===== config.mk =====
export PLATFORM = sky130hd
export DESIGN_NAME = median_kalman_range_filter_core
export DESIGN_NICKNAME = d
export VERILOG_FILES = /design/src/rtl/core/mkrf_pkg.sv /design/src/rtl/core/median_kalman_range_filter_core.sv /design/src/rtl/core/mkrf_ctrl.sv /design/src/rtl/core/mkrf_dp.sv
export SDC_FILE = /design/constraint.sdc
export NUM_CORES = 2
export LEC_CHECK = 0
export CAP_MARGIN = 20
export CORE_MARGIN = 5
export CORE_UTILIZATION = 45
export CTS_CLUSTER_DIAMETER = 120
export DETAILED_ROUTE_END_ITERATION = 8
export DONT_BUFFER_PORTS = 1
export SYNTH_ARGS = -nofsm -noshare
export SYNTH_HDL_FRONTEND = slang
export SYNTH_SLANG_ARGS = --single-unit

===== constraint.sdc =====
create_clock -name clk_i -period 15.3 [get_ports clk_i]
set_input_delay 1.53 -clock clk_i [delete_from_list [all_inputs] [get_ports clk_i]]
set_output_delay 1.53 -clock clk_i [all_outputs]
set_load 0.005 [all_outputs]

===== src/rtl/core/mkrf_pkg.sv =====
package mkrf_pkg;

  localparam int unsigned CH_W    = 2;
  localparam int unsigned DIST_W  = 9;
  localparam int unsigned MED_W   = 10;
  localparam int unsigned EST_W   = 17;
  localparam int unsigned ERR_W   = 24;
  localparam int unsigned NOISE_W = 16;
  localparam int unsigned GAIN_W  = 16;
  localparam int unsigned CFG_IDX_W = 2;
  localparam int unsigned CNT_W   = 5;

  localparam logic [CH_W-1:0] CH_NONE = 2'd3;

  localparam logic [CFG_IDX_W-1:0] CFG_PROCESS_NOISE_Q     = 2'd0;
  localparam logic [CFG_IDX_W-1:0] CFG_MEASUREMENT_NOISE_R = 2'd1;

  localparam logic [NOISE_W-1:0] Q_RESET   = 16'd26;
  localparam logic [NOISE_W-1:0] R_RESET   = 16'd256;
  localparam logic [ERR_W-1:0]   ERR_RESET = 24'd256;
  localparam logic [ERR_W-1:0]   ERR_MAX   = 24'hFFFFFF;

  localparam logic [CNT_W-1:0] DIV_LAST = 5'd15;

  typedef enum logic [1:0] {
    MUL_GAIN_DIFF,
    MUL_ONE_MINUS_GAIN_ERR,
    MUL_DIST_Q
  } mul_sel_e;

  typedef struct packed {
    logic [CH_W-1:0]   channel;
    logic [DIST_W-1:0] distance_cm;
  } in_item_t;

  typedef struct packed {
    logic [CH_W-1:0]  out_channel;
    logic [MED_W-1:0] median_half_cm;
    logic [EST_W-1:0] filtered_distance;
    logic             rejected;
  } out_item_t;

  typedef struct packed {
    logic     take;
    logic     sort_en;
    logic     sort_odd;
    logic     med_en;
    logic     div_step;
    logic     mul_en;
    mul_sel_e mul_sel;
    logic     est_en;
    logic     term_en;
    logic     err_wr;
    logic     out_load;
  } cmd_t;

  typedef struct packed {
    logic batch_full;
    logic med_zero;
    logic out_free;
  } sts_t;

endpackage


===== src/rtl/core/median_kalman_range_filter_core.sv =====
// Channel | Handshake                  | Payload
// in      | in_valid_i / in_ready_o    | in_item_i   (channel, distance_cm)
// out     | out_valid_o / out_ready_i  | out_item_o  (channel, median, estimate, rejected)
// cfg     | cfg_valid_i / cfg_ready_o  | cfg_index_i, cfg_data_i
//
// An item that does not close a batch is accepted in IDLE; channel 3 is dropped.
// An item that closes a batch holds the input for SAMPLES sort rounds, the
// median step, 16 divider steps (one gain bit each), the multiply/update
// states MUL_G, EST, MUL_E, MUL_Q and ERR, and the output state, which waits
// for a free output register; a zero median skips the Kalman update. The shared
// 17x24 multiplier and the restoring gain divider set the length of this sequence.
// Reset is asynchronous, active low; no clearing pass is needed.
// A pending result in the output register does not stop intake; only a new
// result waits for the register to empty. Config is taken every cycle.
module median_kalman_range_filter_core #(
  parameter int unsigned SAMPLES      = 5,
  parameter int unsigned MAX_RANGE_CM = 500
) (
  input  logic                             clk_i,
  input  logic                             rst_ni,
  input  logic                             in_valid_i,
  output logic                             in_ready_o,
  input  mkrf_pkg::in_item_t               in_item_i,
  output logic                             out_valid_o,
  input  logic                             out_ready_i,
  output mkrf_pkg::out_item_t              out_item_o,
  input  logic                             cfg_valid_i,
  output logic                             cfg_ready_o,
  input  logic [mkrf_pkg::CFG_IDX_W-1:0]   cfg_index_i,
  input  logic [mkrf_pkg::NOISE_W-1:0]     cfg_data_i
);

  mkrf_pkg::cmd_t cmd;
  mkrf_pkg::sts_t sts;

  // Registers are plain flops: always writable.
  assign cfg_ready_o = 1'b1;

  mkrf_ctrl #(
    .SAMPLES (SAMPLES)
  ) u_ctrl (
    .clk_i      (clk_i),
    .rst_ni     (rst_ni),
    .in_valid_i (in_valid_i),
    .in_ready_o (in_ready_o),
    .sts_i      (sts),
    .cmd_o      (cmd)
  );

  mkrf_dp #(
    .SAMPLES      (SAMPLES),
    .MAX_RANGE_CM (MAX_RANGE_CM)
  ) u_dp (
    .clk_i       (clk_i),
    .rst_ni      (rst_ni),
    .in_valid_i  (in_valid_i),
    .in_item_i   (in_item_i),
    .out_ready_i (out_ready_i),
    .out_valid_o (out_valid_o),
    .out_item_o  (out_item_o),
    .cfg_valid_i (cfg_valid_i),
    .cfg_index_i (cfg_index_i),
    .cfg_data_i  (cfg_data_i),
    .cmd_i       (cmd),
    .sts_o       (sts)
  );

endmodule


===== src/rtl/core/mkrf_ctrl.sv =====
module mkrf_ctrl #(
  parameter int unsigned SAMPLES = 5
) (
  input  logic           clk_i,
  input  logic           rst_ni,
  input  logic           in_valid_i,
  output logic           in_ready_o,
  input  mkrf_pkg::sts_t sts_i,
  output mkrf_pkg::cmd_t cmd_o
);

  localparam logic [3:0] S_IDLE  = 4'd0;
  localparam logic [3:0] S_SORT  = 4'd1;
  localparam logic [3:0] S_MED   = 4'd2;
  localparam logic [3:0] S_DIV   = 4'd3;
  localparam logic [3:0] S_MUL_G = 4'd4;
  localparam logic [3:0] S_EST   = 4'd5;
  localparam logic [3:0] S_MUL_E = 4'd6;
  localparam logic [3:0] S_MUL_Q = 4'd7;
  localparam logic [3:0] S_ERR   = 4'd8;
  localparam logic [3:0] S_OUT   = 4'd9;

  localparam logic [mkrf_pkg::CNT_W-1:0] SORT_LAST = mkrf_pkg::CNT_W'(SAMPLES - 1);

  logic [3:0]                 state_q, state_d;
  logic [mkrf_pkg::CNT_W-1:0] cnt_q, cnt_d;

  always_comb begin
    state_d = state_q;
    cnt_d   = cnt_q;
    cmd_o   = '0;
    cmd_o.mul_sel = mkrf_pkg::MUL_GAIN_DIFF;
    in_ready_o = 1'b0;
    case (state_q)
      S_IDLE: begin
        in_ready_o = 1'b1;
        if (in_valid_i) begin
          cmd_o.take = 1'b1;
          if (sts_i.batch_full) begin
            state_d = S_SORT;
            cnt_d   = '0;
          end
        end
      end
      S_SORT: begin
        cmd_o.sort_en  = 1'b1;
        cmd_o.sort_odd = cnt_q[0];
        cnt_d = cnt_q + 1'b1;
        if (cnt_q == SORT_LAST) begin
          state_d = S_MED;
        end
      end
      S_MED: begin
        cmd_o.med_en = 1'b1;
        cnt_d = '0;
        state_d = sts_i.med_zero ? S_OUT : S_DIV;
      end
      S_DIV: begin
        cmd_o.div_step = 1'b1;
        cnt_d = cnt_q + 1'b1;
        if (cnt_q == mkrf_pkg::DIV_LAST) begin
          state_d = S_MUL_G;
        end
      end
      S_MUL_G: begin
        cmd_o.mul_en  = 1'b1;
        cmd_o.mul_sel = mkrf_pkg::MUL_GAIN_DIFF;
        state_d = S_EST;
      end
      S_EST: begin
        cmd_o.est_en = 1'b1;
        state_d = S_MUL_E;
      end
      S_MUL_E: begin
        cmd_o.mul_en  = 1'b1;
        cmd_o.mul_sel = mkrf_pkg::MUL_ONE_MINUS_GAIN_ERR;
        state_d = S_MUL_Q;
      end
      S_MUL_Q: begin
        cmd_o.term_en = 1'b1;
        cmd_o.mul_en  = 1'b1;
        cmd_o.mul_sel = mkrf_pkg::MUL_DIST_Q;
        state_d = S_ERR;
      end
      S_ERR: begin
        cmd_o.err_wr = 1'b1;
        state_d = S_OUT;
      end
      S_OUT: begin
        if (sts_i.out_free) begin
          cmd_o.out_load = 1'b1;
          state_d = S_IDLE;
        end
      end
      default: begin
        state_d = S_IDLE;
      end
    endcase
  end

  always_ff @(posedge clk_i or negedge rst_ni) begin
    if (!rst_ni) begin
      state_q <= S_IDLE;
      cnt_q   <= '0;
    end else begin
      state_q <= state_d;
      cnt_q   <= cnt_d;
    end
  end

endmodule


===== src/rtl/core/mkrf_dp.sv =====
module mkrf_dp #(
  parameter int unsigned SAMPLES      = 5,
  parameter int unsigned MAX_RANGE_CM = 500
) (
  input  logic                                 clk_i,
  input  logic                                 rst_ni,
  input  logic                                 in_valid_i,
  input  mkrf_pkg::in_item_t                   in_item_i,
  input  logic                                 out_ready_i,
  output logic                                 out_valid_o,
  output mkrf_pkg::out_item_t                  out_item_o,
  input  logic                                 cfg_valid_i,
  input  logic [mkrf_pkg::CFG_IDX_W-1:0]       cfg_index_i,
  input  logic [mkrf_pkg::NOISE_W-1:0]         cfg_data_i,
  input  mkrf_pkg::cmd_t                       cmd_i,
  output mkrf_pkg::sts_t                       sts_o
);

  localparam int unsigned IDX_W = (SAMPLES > 1) ? $clog2(SAMPLES) : 1;
  localparam int unsigned MID_HI = SAMPLES / 2;
  localparam int unsigned MID_LO = (SAMPLES % 2 == 0) ? SAMPLES / 2 - 1 : SAMPLES / 2;
  localparam logic [IDX_W-1:0] IDX_LAST = IDX_W'(SAMPLES - 1);
  localparam logic [9:0] RANGE_MAX = 10'(MAX_RANGE_CM);
  localparam int unsigned DEN_W = mkrf_pkg::ERR_W + 1;
  localparam int unsigned P_W   = mkrf_pkg::EST_W + mkrf_pkg::ERR_W;

  // Config
  logic [mkrf_pkg::NOISE_W-1:0] q_q, r_q, r_eff;

  // Batch
  logic [mkrf_pkg::DIST_W-1:0] buf_q [SAMPLES];
  logic [mkrf_pkg::DIST_W-1:0] sort_nxt [SAMPLES];
  logic [IDX_W-1:0]            count_q, wr_idx;
  logic [mkrf_pkg::CH_W-1:0]   bch_q;
  logic [mkrf_pkg::DIST_W-1:0] d_clean;

  // Per-channel filter state
  logic [mkrf_pkg::EST_W-1:0] est_q [3];
  logic [mkrf_pkg::ERR_W-1:0] err_q [3];

  // Working registers
  logic [mkrf_pkg::MED_W-1:0]  med_q, med_comb;
  logic [mkrf_pkg::EST_W-1:0]  est_w_q, ne_q, d2_q, m_val, diff, step_v, ne_v;
  logic [mkrf_pkg::ERR_W-1:0]  err_w_q;
  logic [DEN_W-1:0]            den_q, rem_q;
  logic [DEN_W:0]              rem_sh;
  logic [mkrf_pkg::GAIN_W-1:0] quo_q;
  logic [P_W-1:0]              p_q, p_d;
  logic [mkrf_pkg::EST_W-1:0]  mul_a;
  logic [mkrf_pkg::ERR_W-1:0]  mul_b;
  logic [DEN_W-1:0]            term1_q, term2;
  logic [DEN_W:0]              err_sum;
  logic [P_W:0]                round1;
  logic [P_W:0]                round2;
  logic [P_W:0]                round_g;
  logic                        out_valid_q;
  mkrf_pkg::out_item_t         out_q;

  assign r_eff = (r_q == '0) ? mkrf_pkg::NOISE_W'(1) : r_q;

  always_ff @(posedge clk_i or negedge rst_ni) begin
    if (!rst_ni) begin
      q_q <= mkrf_pkg::Q_RESET;
      r_q <= mkrf_pkg::R_RESET;
    end else if (cfg_valid_i) begin
      case (cfg_index_i)
        mkrf_pkg::CFG_PROCESS_NOISE_Q:     q_q <= cfg_data_i;
        mkrf_pkg::CFG_MEASUREMENT_NOISE_R: r_q <= cfg_data_i;
        default: ;
      endcase
    end
  end

  // Sample intake
  assign d_clean = ({1'b0, in_item_i.distance_cm} > RANGE_MAX) ? '0 : in_item_i.distance_cm;
  assign wr_idx  = (in_item_i.channel != bch_q) ? '0 : count_q;
  assign sts_o.batch_full = in_valid_i && (in_item_i.channel != mkrf_pkg::CH_NONE)
                            && (wr_idx == IDX_LAST);

  // One odd-even transposition round
  always_comb begin
    for (int i = 0; i < SAMPLES; i++) begin
      sort_nxt[i] = buf_q[i];
    end
    for (int i = 0; i + 1 < SAMPLES; i++) begin
      if ((i % 2 == 1) == cmd_i.sort_odd && buf_q[i] > buf_q[i+1]) begin
        sort_nxt[i]   = buf_q[i+1];
        sort_nxt[i+1] = buf_q[i];
      end
    end
  end

  always_ff @(posedge clk_i) begin
    if (cmd_i.take && in_item_i.channel != mkrf_pkg::CH_NONE) begin
      buf_q[wr_idx] <= d_clean;
    end else if (cmd_i.sort_en) begin
      for (int i = 0; i < SAMPLES; i++) begin
        buf_q[i] <= sort_nxt[i];
      end
    end
  end

  always_ff @(posedge clk_i or negedge rst_ni) begin
    if (!rst_ni) begin
      count_q <= '0;
      bch_q   <= '0;
    end else if (cmd_i.take && in_item_i.channel != mkrf_pkg::CH_NONE) begin
      bch_q   <= in_item_i.channel;
      count_q <= (wr_idx == IDX_LAST) ? '0 : wr_idx + 1'b1;
    end
  end

  // Median: odd count doubles the middle sample
  assign med_comb = {1'b0, buf_q[MID_HI]} + {1'b0, buf_q[MID_LO]};
  assign sts_o.med_zero = (med_comb == '0);

  // Kalman arithmetic
  assign m_val  = {med_q, 7'b0};
  assign diff   = (m_val >= est_w_q) ? m_val - est_w_q : est_w_q - m_val;
  assign round_g = {1'b0, p_q} + (P_W+1)'(32768);
  assign step_v = round_g[16 +: mkrf_pkg::EST_W];
  assign ne_v   = (m_val >= est_w_q) ? est_w_q + step_v : est_w_q - step_v;
  assign rem_sh = {rem_q, 1'b0};

  always_comb begin
    case (cmd_i.mul_sel)
      mkrf_pkg::MUL_GAIN_DIFF: begin
        mul_a = {1'b0, quo_q};
        mul_b = {7'b0, diff};
      end
      mkrf_pkg::MUL_ONE_MINUS_GAIN_ERR: begin
        mul_a = 17'h10000 - {1'b0, quo_q};
        mul_b = err_w_q;
      end
      mkrf_pkg::MUL_DIST_Q: begin
        mul_a = d2_q;
        mul_b = {8'b0, q_q};
      end
      default: begin
        mul_a = '0;
        mul_b = '0;
      end
    endcase
  end
  assign p_d = P_W'(mul_a) * P_W'(mul_b);

  assign round1  = {1'b0, p_q} + (P_W+1)'(32768);
  assign round2  = {1'b0, p_q} + (P_W+1)'(128);
  assign term2   = round2[8 +: DEN_W];
  assign err_sum = {1'b0, term1_q} + {1'b0, term2};

  always_ff @(posedge clk_i) begin
    if (cmd_i.med_en) begin
      med_q   <= med_comb;
      est_w_q <= est_q[bch_q];
      err_w_q <= err_q[bch_q];
      rem_q   <= {1'b0, err_q[bch_q]};
      den_q   <= {1'b0, err_q[bch_q]} + DEN_W'(r_eff);
      quo_q   <= '0;
    end
    if (cmd_i.div_step) begin
      if (rem_sh >= {1'b0, den_q}) begin
        rem_q <= DEN_W'(rem_sh - {1'b0, den_q});
        quo_q <= {quo_q[mkrf_pkg::GAIN_W-2:0], 1'b1};
      end else begin
        rem_q <= rem_sh[DEN_W-1:0];
        quo_q <= {quo_q[mkrf_pkg::GAIN_W-2:0], 1'b0};
      end
    end
    if (cmd_i.mul_en) begin
      p_q <= p_d;
    end
    if (cmd_i.est_en) begin
      ne_q <= ne_v;
      d2_q <= (ne_v >= m_val) ? ne_v - m_val : m_val - ne_v;
    end
    if (cmd_i.term_en) begin
      term1_q <= round1[16 +: DEN_W];
    end
  end

  always_ff @(posedge clk_i or negedge rst_ni) begin
    if (!rst_ni) begin
      for (int i = 0; i < 3; i++) begin
        est_q[i] <= '0;
        err_q[i] <= mkrf_pkg::ERR_RESET;
      end
    end else if (cmd_i.err_wr) begin
      est_q[bch_q] <= ne_q;
      err_q[bch_q] <= (err_sum > {2'b0, mkrf_pkg::ERR_MAX}) ? mkrf_pkg::ERR_MAX
                                                             : err_sum[mkrf_pkg::ERR_W-1:0];
    end
  end

  // Result register
  assign sts_o.out_free = !out_valid_q || out_ready_i;

  always_ff @(posedge clk_i or negedge rst_ni) begin
    if (!rst_ni) begin
      out_valid_q <= 1'b0;
    end else if (cmd_i.out_load) begin
      out_valid_q <= 1'b1;
    end else if (out_ready_i) begin
      out_valid_q <= 1'b0;
    end
  end

  always_ff @(posedge clk_i) begin
    if (cmd_i.out_load) begin
      out_q.out_channel       <= bch_q;
      out_q.median_half_cm    <= med_q;
      out_q.filtered_distance <= est_q[bch_q];
      out_q.rejected          <= (med_q == '0);
    end
  end

  assign out_valid_o = out_valid_q;
  assign out_item_o  = out_q;

endmodule


==> results.txt <==
Grt total ovfl - 0
Commonest non-fill, non-tap cell in the layout - inv_1
Layout Cells excl Fill - 5,123
Setup_tns - 0 ns
Final ANT Viol Nets - 0
Worst hold path type - flip-flop to flip-flop
Post-DP HPWL - 84,200 µm
Fmax - 0.101 GHz
Status - completed
Syn Area/Cell - 9.73 µm²
CP Max Fanout - 20
Setup CP Type - flip-flop to flip-flop
IO Port Bufs - 0
Initial Utilization - 45.4%
Fin area - 41,800 µm²
Layout cells sized above 1 - 8.14%
Die Ht - 303 µm
Io pins - 67
Final hold violation count - 0
Skew-Pair Late Insertion Delay - 0.63 ns
Setup violators final - 0
Placed cell area - 40,000 µm²
Relative slew slack - 28.1%
Slowest stage delay, CP - 0.71 ns
Drt pass-1 iters - 5
Worst EP required - 15.65 ns
Synth area leaders - edfxtp_1 (22%), fa_1 (17%), dfrtp_1 (11%)
Post-synthesis sequential area ratio - 32.9%
Mean routed wirelength per cell - 21.7 µm
Fin. max-slew vios - 0
Largest area contributor in the netlist - edfxtp_1
Most frequent cells in the layout - inv_1 (537), nand2_1 (491), fa_1 (333)
Row cnt - 107
Vias post-DR - 28,700
Dpl cells - 5,023
Max Cap Viol - 0
CTS clk-pin slew, worst paths - 0.07 ns
Core box area - 85,300 µm²
Top-area cell type share of the netlist area - 21.9%
RSZ-0062 raised after global routing - false
Startpoint types - flip-flop
TritonCTS clock tree - done
Clock Root Buffer - clkbuf_16
CP max-delay cell - o22ai_2
Synth Register Bits - 452
Vias per cell - 5.60
Die ar. - 92,100 µm²
Routed WL - 111,000 µm
CTS sink cnt - 452
Worst-margin pin slew - 1.08 ns
1st-iter DRT viols - 2,033
Residual DRC - 0
Synth cell types - 93
PostCTS Resize Cnt - 0
GP Congestion - 0.910
CTS buffer count - 52
Total GRT Usage - 24.3%
Syn nets - 4,626
Final period utilization - 64.4%
Largest net degree at the start of global routing - 171
Ys Warns - 0
CTS Hold Buffers Added - 0
Crit path time final - 9.85 ns
# Post-CTS Setup Buffers - 0
Most used DFF post-synth - edfxtp_1
Crit path DAT - 10.20 ns
Number of flops mapped to enable cells by yosys - 282
First-pass GRT wire length - 172,000 µm
Cells after Synth - 3,983
Fraction of registers with async set/reset - 37.6%
Cell mode on critical path - fa_1
Layout area overhead - 7.89%
Critical Path Sink Type - flip-flop
Initial antenna violation count - 4
Die X - 303 µm
H-Tree Depth - 2
Clock skew - 0.0448 ns
Max clock buf depth - 3
Via count of the first global-routing pass - 28,700
Post-synthesis cell area - 38,700 µm²
Nets - 4,577
## kinds of logic after synthesis
logic type	after synthesis	share of synthesized area [%]
fa+ha+maj	609	26.1
buf+inv	702	7.00
compound gates	680	11.6
flops	452	32.9
simple gates	1192	13.7
other cells	2	0.0194
mux	148	4.16
xor+xnor	198	4.50
## registers in the layout, summed over array words and instances (netlist names), 9 cells and up
name	cells
u_dp.buf_q	45
u_dp.d2_q	17
u_dp.den_q	25
u_dp.err_q	72
u_dp.err_w_q	24
u_dp.est_q	51
u_dp.est_w_q	17
u_dp.med_q	9
u_dp.ne_q	16
u_dp.out_item_o	29
u_dp.p_q	34
u_dp.q_q	16
u_dp.quo_q	16
u_dp.r_q	16
u_dp.rem_q	25
u_dp.term1_q	25
## layer usage
layer  vias to the layer above  part of all wire, %  global-route usage, %
li1                      13300                    -                      -
met1                     14300                   43                   32.8
met2                       943                   46                   39.1
met3                       205                  7.6                   5.46
met4                         6                  4.0                   8.38
met5                         -                0.036                      0
## synth_stat cells, drive strengths merged, types with 34 or more instances
cell type  number
clkbuf        130
mux2i          47
nor2          331
mux2          101
inv           537
o21ai         181
ha            276
edfxtp        282
nor3           68
a31oi          35
buf            34
o21a           64
xnor2         127
nand3          67
nand2         492
fa            333
dfrtp         163
and2           62
a21o           53
a21oi         148
xor2           71
## critical path, delay by kind of cell, from the launching register on
kind	cells	cell delay [ns]
AO/OA/AOI/OAI	9	2.58
XOR/XNOR	2	0.61
adder cells (fa/ha/maj)	8	3.83
buffers and inverters	6	0.46
flip-flops	1	0.53
AND/OR/NAND/NOR	9	1.55
## metrics by stage
stage | hold WS (ns) | util, % | setup WS (ns)
finish | 0.479 | 49.0 | 5.45
global route | 0.499 | 49.0 | 4.80
global placement | 0.460 | 46.9 | 5.73
floorplan | 0.423 | - | 6.77
detailed placement | 0.470 | 46.9 | 5.67
CTS | 0.482 | 49.0 | 5.56
## path summary, 6_finish.rpt
kind | startpoint | endpoint | slack [ns] | depth (start not counted)
hold reg to reg | u_dp.err_q[28] | u_dp.err_q[28] | 0.48 | 2
setup / recovery | u_dp.med_q[2] | u_dp.p_q[28] | 5.45 | 34
setup reg to reg | u_dp.med_q[2] | u_dp.p_q[28] | 5.45 | 34
min in group asynchronous | rst_ni | u_dp.est_q[41] | 0.62 | 0
hold / removal | u_dp.err_q[28] | u_dp.err_q[28] | 0.48 | 2
max in group asynchronous | rst_ni | u_dp.q_q[3] | 14.18 | 0
## layout make-up
cell class              instances  area, µm²
well taps                    1144       1430
repair buffers                 61        458
diodes                          1       2.50
flip-flops and latches        452      12700
clock inverters                35        334
inverters                     538       2020
fillers                      7982      43500
clock buffers                  63       1420
multi-input cells            2829      23400
Power is left out: the tool's default activity adds up to more than one toggle a clock period on the data nets, which glitch-free logic cannot reach.
